`config.mk`:
```
export PLATFORM = sky130hd
export DESIGN_NAME = broadcast_source_record_validator_top
export DESIGN_NICKNAME = d
export VERILOG_FILES = /design/src/rtl/bsrv_pkg.sv /design/src/rtl/broadcast_source_record_validator_top.sv
export VERILOG_INCLUDE_DIRS = /design/src /design/src/rtl
export SDC_FILE = /design/constraint.sdc
export NUM_CORES = 1
export LEC_CHECK = 0
export BUFFER_PORTS_ARGS = -buffer_cell sky130_fd_sc_hd__buf_2
export CORE_UTILIZATION = 45
export DETAILED_ROUTE_END_ITERATION = 7
export GPL_TIMING_DRIVEN = 0
export SETUP_SLACK_MARGIN = 0.4
export SLEW_MARGIN = 10
export SYNTH_ARGS = -nofsm -noshare
export SYNTH_HDL_FRONTEND = slang
export SYNTH_SLANG_ARGS = --single-unit
```
`constraint.sdc`:
```
create_clock -name clk -period 3.1 [get_ports clk]
set_input_delay 0.93 -clock clk [delete_from_list [all_inputs] [get_ports clk]]
set_output_delay 0.93 -clock clk [all_outputs]
set_load 0.03 [all_outputs]
```
`src/rtl/broadcast_source_record_validator_top_defines.svh`:
```
// ----------------------------------------------------------------------------
// Assertion macros for the source record validator.
// Each macro expects clk, and BSRV_ASSERT also rst_n, to be visible in scope.
// ----------------------------------------------------------------------------
`ifndef BROADCAST_SOURCE_RECORD_VALIDATOR_TOP_DEFINES_SVH
`define BROADCAST_SOURCE_RECORD_VALIDATOR_TOP_DEFINES_SVH

// Property checked on every clock edge outside reset.
`define BSRV_ASSERT(lbl, prop, msg) \
    lbl: assert property (@(posedge clk) disable iff (!rst_n) prop) else $error(msg);

// Property checked on every clock edge, reset included.
`define BSRV_ASSERT_ALWAYS(lbl, prop, msg) \
    lbl: assert property (@(posedge clk) prop) else $error(msg);

`endif

```
`src/rtl/bsrv_pkg.sv`:
```
// ----------------------------------------------------------------------------
// bsrv_pkg
// Types and constants shared by the source record validator.
// ----------------------------------------------------------------------------
package bsrv_pkg;

    typedef enum logic [3:0] {
        PH_HEADER = 4'd0,
        PH_SYNC0  = 4'd1,
        PH_SYNC1  = 4'd2,
        PH_SYNC2  = 4'd3,
        PH_SYNC3  = 4'd4,
        PH_MDLEN  = 4'd5,
        PH_META   = 4'd6,
        PH_DONE   = 4'd7
    } phase_t;

    typedef enum logic [3:0] {
        ERR_NONE      = 4'd0,
        ERR_SHORT     = 4'd1,
        ERR_ADDR_TYPE = 4'd2,
        ERR_SID       = 4'd3,
        ERR_PA_SYNC   = 4'd4,
        ERR_SUBGROUPS = 4'd5,
        ERR_OVERLAP   = 4'd6,
        ERR_TRUNCATED = 4'd7,
        ERR_MD_OVERRUN = 4'd8,
        ERR_LENGTH    = 4'd9
    } err_t;

    typedef enum logic [1:0] {
        REG_MAX_ADDR_TYPE = 2'd0,
        REG_FIRST_RSV_PA  = 2'd1,
        REG_MAX_SUBGROUPS = 2'd2
    } reg_idx_t;

    localparam int unsigned MIN_LEN = 15;
    localparam int unsigned IDX_ADDR_TYPE = 0;
    localparam int unsigned IDX_SID = 7;
    localparam int unsigned IDX_PA_SYNC = 11;
    localparam int unsigned IDX_NUM_SUBGROUPS = 14;

    localparam logic [7:0]  SID_MAX  = 8'h0F;
    localparam logic [31:0] ALL_ONES = 32'hFFFF_FFFF;

    localparam logic [7:0] RST_MAX_ADDR_TYPE = 8'd1;
    localparam logic [7:0] RST_FIRST_RSV_PA  = 8'd5;
    localparam logic [5:0] RST_MAX_SUBGROUPS = 6'd4;

endpackage

```
`src/rtl/broadcast_source_record_validator_top.sv`:
```
// ----------------------------------------------------------------------------
// broadcast_source_record_validator_top
// Checks an add-source record streamed one byte per transaction and returns
// one verdict with an error code for each record.
// ----------------------------------------------------------------------------
//  Channel | Direction | Handshake            | Payload
//  --------+-----------+----------------------+------------------------------
//  input   | in        | in_valid / in_stall  | data_byte, last_byte
//  output  | out       | out_valid / out_stall| accepted, error_code
//  config  | in        | cfg_we               | cfg_index, cfg_data
//
// One byte is taken per cycle while in_stall is low; the field-phase update
// between the input register and the result register keeps that rate.
// A verdict is registered as its record's last byte leaves the input register.
// Reset returns the record state and the registers to their defaults at once.
// A stalled verdict holds up a last byte and those behind it; others flow on.
// ----------------------------------------------------------------------------
`include "broadcast_source_record_validator_top_defines.svh"

module broadcast_source_record_validator_top
    import bsrv_pkg::*;
#(
    parameter int unsigned MAX_LEN = 255
)
(
    input  logic       clk,
    input  logic       rst_n,
    input  logic       in_valid,
    output logic       in_stall,
    input  logic [7:0] data_byte,
    input  logic       last_byte,
    output logic       out_valid,
    input  logic       out_stall,
    output logic       accepted,
    output logic [3:0] error_code,
    input  logic       cfg_we,
    input  logic [1:0] cfg_index,
    input  logic [7:0] cfg_data
);

    localparam int unsigned CNT_W = $clog2(MAX_LEN + 2);

    logic [7:0]       max_addr_type_reg;
    logic [7:0]       first_rsv_pa_reg;
    logic [5:0]       max_subgroups_reg;

    logic             s0_valid_reg;
    logic [7:0]       s0_data_reg;
    logic             s0_last_reg;

    phase_t           phase_reg, phase_next;
    logic [CNT_W-1:0] byte_count_reg, byte_count_next;
    logic [7:0]       subgroups_left_reg, subgroups_left_next;
    logic [31:0]      sync_word_reg, sync_word_next;
    logic [31:0]      sync_union_reg, sync_union_next;
    logic [7:0]       metadata_left_reg, metadata_left_next;
    err_t             first_error_reg, first_error_next;

    logic             out_valid_reg;
    logic             accepted_reg;
    err_t             error_code_reg;

    logic             in_accept;
    logic             s0_advance;
    logic             s0_fire;
    logic [7:0]       sg_dec;
    logic [7:0]       md_dec;
    logic [31:0]      sync_full;
    err_t             verdict;

    assign s0_advance = !s0_last_reg || !out_valid_reg || !out_stall;
    assign s0_fire    = s0_valid_reg && s0_advance;
    assign in_stall   = s0_valid_reg && !s0_advance;
    assign in_accept  = in_valid && !in_stall;

    assign out_valid  = out_valid_reg;
    assign accepted   = accepted_reg;
    assign error_code = error_code_reg;

    assign sg_dec    = (subgroups_left_reg != 8'd0) ? subgroups_left_reg - 8'd1
                                                    : subgroups_left_reg;
    assign md_dec    = (metadata_left_reg != 8'd0) ? metadata_left_reg - 8'd1
                                                   : metadata_left_reg;
    assign sync_full = {s0_data_reg, sync_word_reg[23:0]};

    always_ff @(posedge clk or negedge rst_n)
    begin
        if (!rst_n)
        begin
            max_addr_type_reg <= RST_MAX_ADDR_TYPE;
            first_rsv_pa_reg  <= RST_FIRST_RSV_PA;
            max_subgroups_reg <= RST_MAX_SUBGROUPS;
        end
        else if (cfg_we)
        begin
            unique case (cfg_index)
                REG_MAX_ADDR_TYPE: max_addr_type_reg <= cfg_data;
                REG_FIRST_RSV_PA:  first_rsv_pa_reg  <= cfg_data;
                REG_MAX_SUBGROUPS: max_subgroups_reg <= cfg_data[5:0];
                default:           ;
            endcase
        end
    end

    always_ff @(posedge clk or negedge rst_n)
    begin
        if (!rst_n)
        begin
            s0_valid_reg <= 1'b0;
        end
        else if (in_accept)
        begin
            s0_valid_reg <= 1'b1;
        end
        else if (s0_fire)
        begin
            s0_valid_reg <= 1'b0;
        end
    end

    always_ff @(posedge clk)
    begin
        if (in_accept)
        begin
            s0_data_reg <= data_byte;
            s0_last_reg <= last_byte;
        end
    end

    always_comb
    begin
        phase_next          = phase_reg;
        byte_count_next     = byte_count_reg;
        subgroups_left_next = subgroups_left_reg;
        sync_word_next      = sync_word_reg;
        sync_union_next     = sync_union_reg;
        metadata_left_next  = metadata_left_reg;
        first_error_next    = first_error_reg;
        verdict             = ERR_NONE;

        if (byte_count_reg >= CNT_W'(MAX_LEN))
        begin
            if (first_error_reg == ERR_NONE)
            begin
                first_error_next = ERR_LENGTH;
            end
        end
        else if (first_error_reg == ERR_NONE)
        begin
            unique case (phase_reg)
                PH_HEADER:
                begin
                    if (byte_count_reg == CNT_W'(IDX_ADDR_TYPE))
                    begin
                        if (s0_data_reg > max_addr_type_reg)
                        begin
                            first_error_next = ERR_ADDR_TYPE;
                        end
                    end
                    else if (byte_count_reg == CNT_W'(IDX_SID))
                    begin
                        if (s0_data_reg > SID_MAX)
                        begin
                            first_error_next = ERR_SID;
                        end
                    end
                    else if (byte_count_reg == CNT_W'(IDX_PA_SYNC))
                    begin
                        if (s0_data_reg >= first_rsv_pa_reg)
                        begin
                            first_error_next = ERR_PA_SYNC;
                        end
                    end
                    else if (byte_count_reg == CNT_W'(IDX_NUM_SUBGROUPS))
                    begin
                        if (s0_data_reg > {2'b00, max_subgroups_reg})
                        begin
                            first_error_next = ERR_SUBGROUPS;
                        end
                        else
                        begin
                            subgroups_left_next = s0_data_reg;
                            sync_union_next     = 32'd0;
                            sync_word_next      = 32'd0;
                            phase_next = (s0_data_reg == 8'd0) ? PH_DONE : PH_SYNC0;
                        end
                    end
                end
                PH_SYNC0:
                begin
                    sync_word_next = {24'd0, s0_data_reg};
                    phase_next     = PH_SYNC1;
                end
                PH_SYNC1:
                begin
                    sync_word_next[15:8] = s0_data_reg;
                    phase_next           = PH_SYNC2;
                end
                PH_SYNC2:
                begin
                    sync_word_next[23:16] = s0_data_reg;
                    phase_next            = PH_SYNC3;
                end
                PH_SYNC3:
                begin
                    sync_word_next = sync_full;
                    if (sync_full != ALL_ONES && (sync_full & sync_union_reg) != 32'd0)
                    begin
                        first_error_next = ERR_OVERLAP;
                    end
                    else
                    begin
                        if (sync_full != ALL_ONES)
                        begin
                            sync_union_next = sync_union_reg | sync_full;
                        end
                        phase_next = PH_MDLEN;
                    end
                end
                PH_MDLEN:
                begin
                    metadata_left_next = s0_data_reg;
                    if (s0_data_reg == 8'd0)
                    begin
                        subgroups_left_next = sg_dec;
                        phase_next = (sg_dec == 8'd0) ? PH_DONE : PH_SYNC0;
                    end
                    else
                    begin
                        phase_next = PH_META;
                    end
                end
                PH_META:
                begin
                    metadata_left_next = md_dec;
                    if (md_dec == 8'd0)
                    begin
                        subgroups_left_next = sg_dec;
                        phase_next = (sg_dec == 8'd0) ? PH_DONE : PH_SYNC0;
                    end
                end
                PH_DONE:
                begin
                    first_error_next = ERR_LENGTH;
                end
                default:
                begin
                    phase_next = PH_HEADER;
                end
            endcase
        end

        if (byte_count_reg <= CNT_W'(MAX_LEN))
        begin
            byte_count_next = byte_count_reg + CNT_W'(1);
        end

        priority if (byte_count_reg < CNT_W'(MIN_LEN - 1))
        begin
            verdict = ERR_SHORT;
        end
        else if (first_error_next != ERR_NONE)
        begin
            verdict = first_error_next;
        end
        else if (phase_next == PH_DONE)
        begin
            verdict = ERR_NONE;
        end
        else if (phase_next == PH_META)
        begin
            verdict = ERR_MD_OVERRUN;
        end
        else
        begin
            verdict = ERR_TRUNCATED;
        end

        if (s0_last_reg)
        begin
            phase_next          = PH_HEADER;
            byte_count_next     = '0;
            subgroups_left_next = 8'd0;
            sync_word_next      = 32'd0;
            sync_union_next     = 32'd0;
            metadata_left_next  = 8'd0;
            first_error_next    = ERR_NONE;
        end
    end

    always_ff @(posedge clk or negedge rst_n)
    begin
        if (!rst_n)
        begin
            phase_reg          <= PH_HEADER;
            byte_count_reg     <= '0;
            subgroups_left_reg <= 8'd0;
            sync_word_reg      <= 32'd0;
            sync_union_reg     <= 32'd0;
            metadata_left_reg  <= 8'd0;
            first_error_reg    <= ERR_NONE;
        end
        else if (s0_fire)
        begin
            phase_reg          <= phase_next;
            byte_count_reg     <= byte_count_next;
            subgroups_left_reg <= subgroups_left_next;
            sync_word_reg      <= sync_word_next;
            sync_union_reg     <= sync_union_next;
            metadata_left_reg  <= metadata_left_next;
            first_error_reg    <= first_error_next;
        end
    end

    always_ff @(posedge clk or negedge rst_n)
    begin
        if (!rst_n)
        begin
            out_valid_reg <= 1'b0;
        end
        else if (s0_fire && s0_last_reg)
        begin
            out_valid_reg <= 1'b1;
        end
        else if (!out_stall)
        begin
            out_valid_reg <= 1'b0;
        end
    end

    always_ff @(posedge clk)
    begin
        if (s0_fire && s0_last_reg)
        begin
            accepted_reg   <= (verdict == ERR_NONE);
            error_code_reg <= verdict;
        end
    end

    `BSRV_ASSERT(a_verdict_consistent,
        out_valid_reg |-> (accepted_reg == (error_code_reg == ERR_NONE)),
        "accepted disagrees with error code")
    `BSRV_ASSERT(a_error_sticky,
        (first_error_reg != ERR_NONE && !s0_fire) |=>
            (first_error_reg == $past(first_error_reg)),
        "latched error changed without a byte")
    `BSRV_ASSERT(a_count_saturates,
        byte_count_reg <= CNT_W'(MAX_LEN + 1),
        "byte count beyond saturation")
    `BSRV_ASSERT(a_header_before_body,
        (phase_reg != PH_HEADER) |-> (byte_count_reg >= CNT_W'(MIN_LEN)),
        "record body entered before header end")
    `BSRV_ASSERT_ALWAYS(a_stall_needs_item,
        in_stall |-> s0_valid_reg,
        "input stalled with empty input register")

endmodule

```
Word-level counts from Yosys, hierarchy flattened
Cells that the tools add are included.
- word-level logic and storage cells: 171
- register bits after elaboration: 127
- reduce and logical (&&, ||, !) cells: 43
- bitwise gates (word level): 2
- equality and inequality tests: 26
- mux-type cells: 72
- order comparisons: 7
- add/subtract/negate cells: 3
- operators by type and width (cell ; count):
    $mux W32 ; 10
    $mux W8 ; 15
    $mux W4 ; 27
    $mux W24 ; 3
    $pmux W8 S3 ; 3
    $pmux W32 S2 ; 1
    $and A32 B32 Y32 ; 1
    $ne A32 B32 Y1 const B ; 1
    $or A32 B32 Y32 ; 1
    $pmux W4 S8 ; 1
    $pmux W8 S2 ; 2
    $reduce_bool A32 Y1 ; 1
    $ne A3 B3 Y1 const B ; 9
    $reduce_and A9 Y1 ; 3
    $eq A4 B3 Y1 const B ; 6
    $logic_not A8 Y1 ; 3
    $reduce_and A11 Y1 ; 2
    $eq A9 B4 Y1 const B ; 2
    $mux W9 ; 2
    $reduce_bool A4 Y1 ; 4
    $reduce_bool A8 Y1 ; 2
    $sub A8 B1 Y8 const B ; 2
    $logic_not A4 Y1 ; 3
    $pmux W4 S3 ; 1
    26 further kinds ; 48

Depth between registers and ports, before layout
Gate-level depths: netlist of the first run.
- depth after elaboration: 16
- gate-level depth with buffers: 11
- gate-level depth less buffers: 10

Least setup slack after synthesis of the first run
Ideal clock, no wire load.
- kind: reg-to-reg
- start: reg metadata_left_reg[0]
- end: reg subgroups_left_reg[1]
- cell stages (with the launch flop): 10
- arrival: 2.453 ns
- slack: 0.522 ns
- clock period less this slack: 2.578 ns
- cells stage by stage: dfrtp_1 inv_1 ha_1 nor3b_2 a2111o_1 o22ai_1 nand4_1 a21oi_2 o21a_1 mux2_2
- cells in the longest elaborated chain, start to end: 5
- elaborated cells on any way between the ends: 6
- classes of those cells: add/sub (1); eq/ne (1); mux (1); reduce/logical (3)
- RTL lines (what ; line ; RTL):
    start, declared ; broadcast_source_record_validator_top.sv:56 ; logic [7:0] metadata_left_reg, metadata_left_next;
    start signal, assigned ; broadcast_source_record_validator_top.sv:310 ; metadata_left_reg <= metadata_left_next;
    $sub A8 B1 Y8 or $reduce_bool A8 Y1 (tied branches) ; broadcast_source_record_validator_top.sv:82 ; assign md_dec = (metadata_left_reg != 8'd0) ? metadata_left_reg - 8'd1
    $mux W8 (*) ; broadcast_source_record_validator_top.sv:82 ;
    $logic_not A8 Y1 (*) ; broadcast_source_record_validator_top.sv:236 ; if (md_dec == 8'd0)
    $ne A3 B3 Y1 (no line) (*) ; - ;
    $reduce_and A11 Y1 (no line) (*) ; - ;
    end signal, assigned ; broadcast_source_record_validator_top.sv:307 ; subgroups_left_reg <= subgroups_left_next;
    end, declared ; broadcast_source_record_validator_top.sv:53 ; logic [7:0] subgroups_left_reg, subgroups_left_next;
Every way passes the cells marked *; elsewhere a longest branch is shown, timed or not.
A chain may end at the register's enable or synchronous reset.

Worst setup path in the final report of the first run
- start: reg s0_data_reg[2]
- end: reg error_code_reg[1] (netlist: error_code[1]) (data pin)
- cells in the longest elaborated chain, start to end: 15
- elaborated cells on any way between the ends: 39
- classes of those cells: order compare (4); eq/ne (3); mux (27); bitwise (1); reduce/logical (4)
- RTL lines (what ; line ; RTL):
    start, declared ; broadcast_source_record_validator_top.sv:48 ; logic [7:0] s0_data_reg;
    start signal, assigned ; broadcast_source_record_validator_top.sv:125 ; s0_data_reg <= data_byte;
    branches (longest 13 deep; another with $gt A8 B6 Y1) ; - ;
    $mux W4 (*) ; broadcast_source_record_validator_top.sv:262 ; else if (first_error_next != ERR_NONE)
    $mux W4 (*) ; broadcast_source_record_validator_top.sv:258 ; priority if (byte_count_reg < CNT_W'(MIN_LEN - 1))
    net verdict[1] ; broadcast_source_record_validator_top.sv:69 ; err_t verdict;
    end signal, assigned ; broadcast_source_record_validator_top.sv:336 ; error_code_reg <= verdict;
    end, declared ; broadcast_source_record_validator_top.sv:61 ; err_t error_code_reg;
Mark *: on every way through the listed nets, which the timed path passes.

==> results of run 1 <==
==> repair_timing <==
item	in CTS	in global routing
gates resized for setup	29	49
setup endpoints to repair	74	74
gates cloned	0	1
buffers inserted	14	13
pin swaps	5	14
==> through the flow <==
step | area (um^2) | setup TNS (ps) | setup WS (ps) | instances | power (uW)
4_1_cts | 8307 | 0 | 351.3 | 1027 | 6035
6_report | 8586 | 0 | 466.7 | 1041 | 6211
3_5_place_dp | 7518 | -2838 | -117.7 | 982 | 3958
3_3_place_gp | 7485 | -37470 | -318.7 | 981 | 3909
2_1_floorplan | 7071 | 0 | 522.0 | 740 | 3452
5_1_grt | 8586 | 0 | 381.5 | 1041 | 6550
==> worst max path at each step <==
stage,end,startpoint
floorplan,subgroups_left_reg[1]$_DFFE_PN0P_,metadata_left_reg[0]$_DFFE_PN0P_
finish,error_code[1]$_DFFE_PP_,s0_data_reg[2]$_DFFE_PP_
global placement,metadata_left_reg[3]$_DFFE_PN0P_,rst_n
CTS,sync_union_reg[28]$_DFFE_PN0P_,s0_data_reg[5]$_DFFE_PP_
global route,sync_word_reg[10]$_DFFE_PN0P_,max_subgroups_reg[2]$_DFFE_PN1P_
detailed placement,sync_word_reg[6]$_DFFE_PN0P_,s0_data_reg[0]$_DFFE_PP_
==> cell usage in the layout, fill, tap and decap left out, types with 6 or more instances in the layout <==
cell       Yosys  final
o21ai_0       26     23
a21o_1        22     22
a21oi_1       64     62
nand4_1       19     19
a22oi_1       19     19
clkbuf_16      0     19
xor2_1         7      7
buf_4          1     33
and2_1         8      8
nor2b_1        6      6
edfxtp_1      14     14
inv_1         36     34
buf_2          9     33
dfrtp_1      109    106
clkbuf_1      19     20
ha_1          28     25
or3_1          6      6
nand2b_1      15     14
nand3_1       14     14
nand2_1       50     49
nor2_1        86     86
nor3_1        35     35
mux2_2        26     26
o31ai_1        7      7
==> where the power goes <==
| group | internal (uW) | total (uW) | switching (uW) |
|---|---|---|---|
| Combinational | 869 | 2070 | 1200 |
| Sequential | 1970 | 2250 | 275 |
| Clock | 1190 | 1890 | 705 |
==> worst max-delay path: stages (launching register included) <==
cell and delay (ps):
edfxtp_1 490, buf_4 200, ha_1 310, nand2_1 70, o21ai_2 190, a41oi_1 160
or3_1 370, a21o_1 250, nand4_1 170, o22ai_1 110
==> cells by family (layout without fill, tap and decap cells) <==
logic type	Yosys count	count (layout)	synth area share [%]
xor+xnor	11	11	1.363
mux	28	28	4.442
flops	127	127	46.01
buf+inv	68	158	3.946
compound gates	197	197	18.65
fa+ha+maj	28	28	4.955
simple gates	281	281	20.63
==> per-layer routing <==
layer / track usage, % / wire length [um]
met1: 34.63 / 9113
met2: 40.34 / 9316
met3: 5.444 / 887
met4: 7.913 / 301
met5: 0 / 0
==> area by class of cell <==
cell class	count	area, um^2
Multi-Input combinational cell	545	3764
Clock buffer	26	500.5
Sequential cell	127	3257
Tap cell	211	264.0
Buffer	32	191.4
Inverter	36	137.6
Timing Repair Buffer	59	415.4
Clock inverter	5	56.30
Fill cell	1322	6673
==> out/qor.yml, run 1 <==
synthTopCellsByCount: "109 x dfrtp_1, 86 x nor2_1, 64 x a21oi_1"
worstReg2RegEnd: "error_code[1]$_DFFE_PP_"
post-route-period-util_pct: 84.95
gp_congestion: 0.8802
hold_buffers: 0
synth_seq_area_share_pct: 46.01
clock_latency_ps: 420
via_count: 6039
cts_tree: "built"
vdd_drop_max_v: 0.0004437
route.detailed.drc: 0
cts_buffer_depth: 2
drv_slew: 0
synthCells: 740
die_y_um: 127.4
relSlewSlack_pct: 47.60
async_flop_share_pct: 88.98
yosysMostFrequentCell: "dfrtp_1"
synth_top_area_share_pct: 38.58
period_needed_ps: 2633
placementRows: 45
arrival_ps: 2760
startpoint_type: "register"
grt_overflow: 0
r2r_cells: 9
wl_mm: 19.62
synth_top_cell_by_area: "dfrtp_1"
cts_made_buffers: 17
antenna_cells: 0
largest_register_ffs: 32
avgViaCountPerCell: 5.801
cts_sinks: 127
ys_warn_count: 0
final_core_util_pct: 56.27
p_per_area_nw_per_um2: 723.4
synth_edf_count: 14
crit_required_ps: 3230
synth_area_um2: 7071
core_um2: 15260
reg2reg_from: "s0_data_reg[2]$_DFFE_PP_"
crit_path_max_fanout: 5
reg2reg_slack_ps: 470
area_growth_pct: 21.43
path_clk_slew_ps: 50
finalSetupViolCount: 0
cp-end-kind: "register"
port_buffers: 30
synth-main-ff-cell: "dfrtp_1"
nets: 870
rsz0062_at_grt: "yes"
drt_iter0_drc: 577
ys_top_cells_by_area: "dfrtp_1 39%, edfxtp_1 5.9%, ha_1 5.0%"
syn_area_per_cell_um2: 9.555
crit_type: "register to register"
synth_cell_types: 82
layout-drive-gt1-share_pct: 21.81
syn-num-nets: 792
grt_usage_pct: 25.36
synth_seq_cells: 127
die_area_um2: 16220
grt_pass1_vias: 5904
antenna_found_initial: 0
h-tree-depth: 4
timing.hold.ws_ps: 449.0
hold_path.class: "primary input to async pin"
wl_per_cell_um: 18.85
grt_pass1_wl_mm: 31.71
worstMarginPinSlew_ps: 784.3
die_w_um: 127.4
hpwlAfterDp_mm: 13.35
power.leakage_uw: 0.003857
skew_ps: 15.99
final_antenna_net_count: 0
root_buffer: "clkbuf_16"
drt_first_pass_iters: 5
ios: 31
hold_viol_final: 0
drv_cap: 0
timing.fmax_mhz: 379.7
initial_core_util_pct: 46.34
status: "finished clean"
grt_max_degree: 66
Power figures use the tool's default switching activity.
==> run 2, diff against run 1 <==
==> constraint.sdc (replaced) <==
create_clock -name clk -period 2.6 [get_ports clk]
set_input_delay 0.78 -clock clk [delete_from_list [all_inputs] [get_ports clk]]
set_output_delay 0.78 -clock clk [all_outputs]
set_load 0.03 [all_outputs]
==> run 2 against run 1 <==
The run now ends with negative setup slack left; setup slack worse by 530 ps; combinational power increased by 53%; sequential cell count unchanged; total power is 35% higher; die area is the same; sequential power rose by 22%; sequential share of layout area shrank 4.4 points; critical path type unchanged; largest power group is now combinational cells; highest routed layer unchanged.
==> out/qor.yml, run 2 (synthesis results as in run 1) <==
slowest_delay_ps: 450
arrival_ps: 2980
timing.fmax_mhz: 375.2
nets: 900
gp_congestion: 0.8786
post-route-period-util_pct: 102.5
mostFrequentLayoutCells: "105 x dfrtp_1, 84 x nor2_1, 44 x buf_4, 43 x nand2_1, 35 x a21oi_2"
relSlewSlack_pct: 53.30
root_buffer: "clkbuf_16"
crit_path_max_fanout: 10
via_count: 6299
avgViaCountPerCell: 5.876
die_area_um2: 16220
final_core_util_pct: 63.65
wl_per_cell_um: 19.51
grt_overflow: 0
hold_path.class: "primary input to async pin"
antenna_found_initial: 0
crit_slowest_cell: "edfxtp_1"
nFillCells: 1229
antenna_cells: 0
period_needed_ps: 2665
final_common_cell: "dfrtp_1"
reg2reg_slack_ps: -70
drt_iter0_drc: 527
h-tree-depth: 4
layout-drive-gt1-share_pct: 36.00
skew_ps: 8.414
r2r_cells: 11
fin_setup_tns_ps: -1124
worstPathCellList: "ha_1, nor4bb_4, nand2b_4, a21o_4, a211oi_4, buf_6, a211oi_4, buf_6, buf_12, a21oi_2, nor2_1"
grt_usage_pct: 26.40
crit_family: "compound AO/OA/AOI/OAI gates"
drv_slew: 0
drv_cap: 0
placementRows: 45
reg2reg_from: "s0_data_reg[4]$_DFFE_PP_"
vdd_drop_max_v: 0.0005297
hold_buffers: 0
grt_max_degree: 62
cts_sinks: 127
worstMarginPinSlew_ps: 699.0
path_clk_slew_ps: 60
final_area_um2: 9712
violations: "negative setup slack"
ios: 31
dpl.cell_count: 982
p_per_area_nw_per_um2: 866.1
route.detailed.drc: 0
initial_core_util_pct: 46.34
cts_buffer_depth: 2
grt_pass1_vias: 6139
hold_viol_final: 0
largest_register_ffs: 32
core_um2: 15260
setup_ws_ps: -65.49
wl_mm: 20.92
cp-end-kind: "register"
placedInstanceArea_um2: 7745
grt_pass1_wl_mm: 32.63
drt_first_pass_iters: 5
finalSetupViolCount: 41
die_y_um: 127.4
hpwlAfterDp_mm: 13.37
crit_type: "register to register"
power.leakage_uw: 0.004330
area_growth_pct: 37.36
startpoint_type: "register"
total_power_uw: 8411
crit_required_ps: 2920
clock_latency_ps: 430
cts_made_buffers: 17
final_antenna_net_count: 0
layout.cells.non_filler: 1072
port_buffers: 30
worstReg2RegEnd: "sync_union_reg[23]$_DFFE_PN0P_"
cts_tree: "built"
path_buf_inv: 3
status: "complete, but fails checks"
die_w_um: 127.4
rsz0062_at_grt: "yes"
run 2: changes by cell type in the layout (fill, tap and decap cells not counted), moves of 11 or more:
| cell | previous run | this run |
|---|---|---|
| mux2_4 | 0 | 12 |
| nor3_4 | 1 | 12 |
| nor3_1 | 35 | 16 |
| a21oi_2 | 2 | 35 |
| mux2_2 | 26 | 15 |
| a21oi_1 | 62 | 24 |
| buf_6 | 5 | 17 |
| buf_4 | 33 | 44 |
run 2: repair_timing:
item,in CTS,in global routing
cloned,1,4
endpoints found under the setup margin,105,90
setup buffers,39,14
gates resized for setup,97,98
pin swaps,31,44
run 2: stage by stage:
step	hold WS, ps	setup WS [ps]
2_1_floorplan	463.2	150.5
4_1_cts	331.1	0.2121
5_1_grt	354.6	-139.1
3_3_place_gp	477.6	-668.8
3_5_place_dp	483.7	-392.2
6_report	309.0	-65.49
run 2: area by class of cell:
| type | instances | area, um^2 | area share [%] |
|---|---|---|---|
| clock inverter | 13 | 158.9 | 1.636 |
| sequential | 127 | 3258 | 33.55 |
| timing repair buffer | 89 | 755.7 | 7.782 |
| tap | 211 | 264.0 | 2.718 |
| buffer | 32 | 280.3 | 2.886 |
| inverter | 36 | 140.1 | 1.443 |
| multi-input combinational | 545 | 4400 | 45.31 |
| clock buffer | 19 | 454.2 | 4.677 |
run 2: per-layer routing:
layer	part of all wire, %	up-vias	GRT usage, %
met1	44	3158	35.25
met2	49	170	43.01
li1	-	2926	-
met5	0	-	0
met3	4.2	45	4.983
met4	2.6	0	9.314
run 2: worst max-delay path by stage:
stage / startpoint / end / slack, ps / cells after the start
finish: s0_data_reg[4]$_DFFE_PP_ / sync_union_reg[23]$_DFFE_PN0P_ / -70 / 11
global route: s0_data_reg[4]$_DFFE_PP_ / sync_union_reg[26]$_DFFE_PN0P_ / -140 / 11
CTS: s0_data_reg[4]$_DFFE_PP_ / sync_union_reg[4]$_DFFE_PN0P_ / 0.2 / 11
detailed placement: metadata_left_reg[0]$_DFFE_PN0P_ / subgroups_left_reg[3]$_DFFE_PN0P_ / -390 / 9
global placement: rst_n / byte_count_reg[4]$_DFFE_PN0P_ / -670 / 1
floorplan: metadata_left_reg[1]$_DFFE_PN0P_ / subgroups_left_reg[1]$_DFFE_PN0P_ / 150 / 9
run 2: power breakdown:
group | internal (uW) | switching [uW] | total, uW
clock network | 1570 | 941 | 2510
registers | 2350 | 393 | 2740
logic | 1440 | 1720 | 3160
total | 5360 | 3060 | 8410
==> run 3, diff against run 2 <==
--- a/config.mk
+++ b/config.mk
@@ -8,6 +8,7 @@
 export LEC_CHECK = 0
 export BUFFER_PORTS_ARGS = -buffer_cell sky130_fd_sc_hd__buf_2
 export CORE_UTILIZATION = 45
+export CTS_BUF_LIST = sky130_fd_sc_hd__clkbuf_16
 export DETAILED_ROUTE_END_ITERATION = 7
 export GPL_TIMING_DRIVEN = 0
 export SETUP_SLACK_MARGIN = 0.4
==> run 3 against run 2 <==
Utilization stayed put; register-to-register slack hardly changed; non-clock buffer count stayed put; combinational power hardly changed; routed wire length hardly changed; largest cell class unchanged; the run still ends with negative setup slack left; sequential power hardly changed; first-iteration DRC count is 0.19% higher; fmax is 0.21% higher; highest routed layer unchanged; worst hold slack hardly changed; critical path depth stayed put.
==> out/qor.yml, run 3 (synthesis results as in run 1) <==
grt_pass1_vias: 6139
relSlewSlack_pct: 53.30
antenna_found_initial: 0
cts_sinks: 127
core_um2: 15260
area_growth_pct: 37.36
h-tree-depth: 4
grt_overflow: 0
cts_made_buffers: 17
nets: 900
wl_mm: 20.94
slowest_delay_ps: 450
crit_required_ps: 2920
wl_per_cell_um: 19.53
final_antenna_net_count: 0
final_common_cell: "dfrtp_1"
initial_core_util_pct: 46.34
grt_max_degree: 62
mostFrequentLayoutCells: "105 x dfrtp_1, 84 x nor2_1, 44 x buf_4, 43 x nand2_1, 35 x a21oi_2"
crit_type: "register to register"
clock_latency_ps: 430
hold_viol_final: 0
die_w_um: 127.4
finalSetupViolCount: 42
vdd_drop_max_v: 0.0005306
p_per_area_nw_per_um2: 865.6
cts_buffer_depth: 2
worstMarginPinSlew_ps: 699.0
arrival_ps: 2980
drt_iter0_drc: 528
port_buffers: 30
status: "complete, but fails checks"
placementRows: 45
period_needed_ps: 2660
cts_tree: "built"
root_buffer: "clkbuf_16"
crit_path_max_fanout: 10
post-route-period-util_pct: 102.3
grt_usage_pct: 26.40
hold_path.class: "primary input to async pin"
die_y_um: 127.4
hpwlAfterDp_mm: 13.37
ios: 31
cp-end-kind: "register"
startpoint_type: "register"
avgViaCountPerCell: 5.880
worstPathCellList: "ha_1, nor4bb_4, nand2b_4, a21o_4, a211oi_4, buf_6, a211oi_4, buf_6, buf_12, a21oi_2, nor2_1"
violations: "negative setup slack"
rsz0062_at_grt: "yes"
via_count: 6303
grt_pass1_wl_mm: 32.63
gp_congestion: 0.8786
timing.fmax_mhz: 376.0
layout.cells.non_filler: 1072
route.detailed.drc: 0
dpl.cell_count: 982
die_area_um2: 16220
crit_slowest_cell: "edfxtp_1"
power.leakage_uw: 0.004335
antenna_cells: 0
drv_slew: 0
drv_cap: 0
setup_ws_ps: -59.85
largest_register_ffs: 32
drt_first_pass_iters: 5
fin_setup_tns_ps: -1089
layout-drive-gt1-share_pct: 36.00
skew_ps: 8.410
path_clk_slew_ps: 60
-- run 3: changes by cell type in the layout (fill, tap and decap cells not counted) --
cell / change
inv_1: +1
clkbuf_1: -1
-- run 3: path summary, 6_finish.rpt --
check / from / endpoint / slack, ps / cells past startpoint
min in group clk: first_rsv_pa_reg[6]$_DFFE_PN0P_ / first_rsv_pa_reg[6]$_DFFE_PN0P_ / 510 / 1
hold / removal: rst_n / sync_union_reg[10]$_DFFE_PN0P_ / 310 / 1
max in group asynchronous: rst_n / max_addr_type_reg[0]$_DFFE_PN1P_ / 1580 / 2
setup reg to reg: s0_data_reg[4]$_DFFE_PP_ / sync_union_reg[23]$_DFFE_PN0P_ / -60 / 11
setup / recovery: s0_data_reg[4]$_DFFE_PP_ / sync_union_reg[23]$_DFFE_PN0P_ / -60 / 11
hold reg to reg: first_rsv_pa_reg[6]$_DFFE_PN0P_ / first_rsv_pa_reg[6]$_DFFE_PN0P_ / 510 / 1
-- run 3: worst max-delay path: cells and delay by family (launching register included) --
kind / cells / cell delay (ps)
compound gates: 4 / 700
fa+ha+maj: 1 / 330
buf+inv: 3 / 500
flops: 1 / 450
simple gates: 3 / 570
-- run 3: layout make-up --
class,instances,area (um^2)
Clock inverter,14,162.7
Buffer,32,280.3
Fill cell,1229,5547
Multi-Input combinational cell,545,4400
Sequential cell,127,3258
Inverter,36,140.1
Timing Repair Buffer,89,755.7
Tap cell,211,264.0
Clock buffer,18,450.4
-- run 3: where the power goes --
| group | leakage, uW | internal, uW | total, uW | switching, uW |
|---|---|---|---|---|
| sequential | 0.00162 | 2350 | 2740 | 392 |
| clock | 0.000307 | 1560 | 2500 | 941 |
| combinational | 0.00241 | 1440 | 3160 | 1720 |
-- run 3: routing by layer --
layer	wire length, um	part of all wire, %	GRT usage (%)	vias to the layer above
li1	-	-	-	2927
met1	9193	44	35.25	3167
met2	10290	49	43.01	170
met3	931	4.4	4.983	39
met5	0	0	0	-
met4	521	2.5	9.314	0
-- run 3: stage by stage --
step                      area (um^2)  utilization (%)  hold WS, ps  setup slack [ps]  power, uW
after floorplan                  7297                -        463.2             150.5       4301
after global placement           7711            50.54        477.6            -668.8       4862
after detailed placement         7745            50.76        483.7            -392.2       4918
after CTS                        9124            59.80        331.1            0.2121       7987
after global routing             9712            63.65        354.6            -139.1       8810
final                            9712            63.65        308.5            -59.85       8406
-- run 3: what timing repair did --
item | in CTS | in global routing
endpoints found under the setup margin | 105 | 90
cloned | 1 | 4
setup buffers | 39 | 14
hold buffers | 0 | 0
gates resized for setup | 97 | 98
pin swaps | 31 | 44
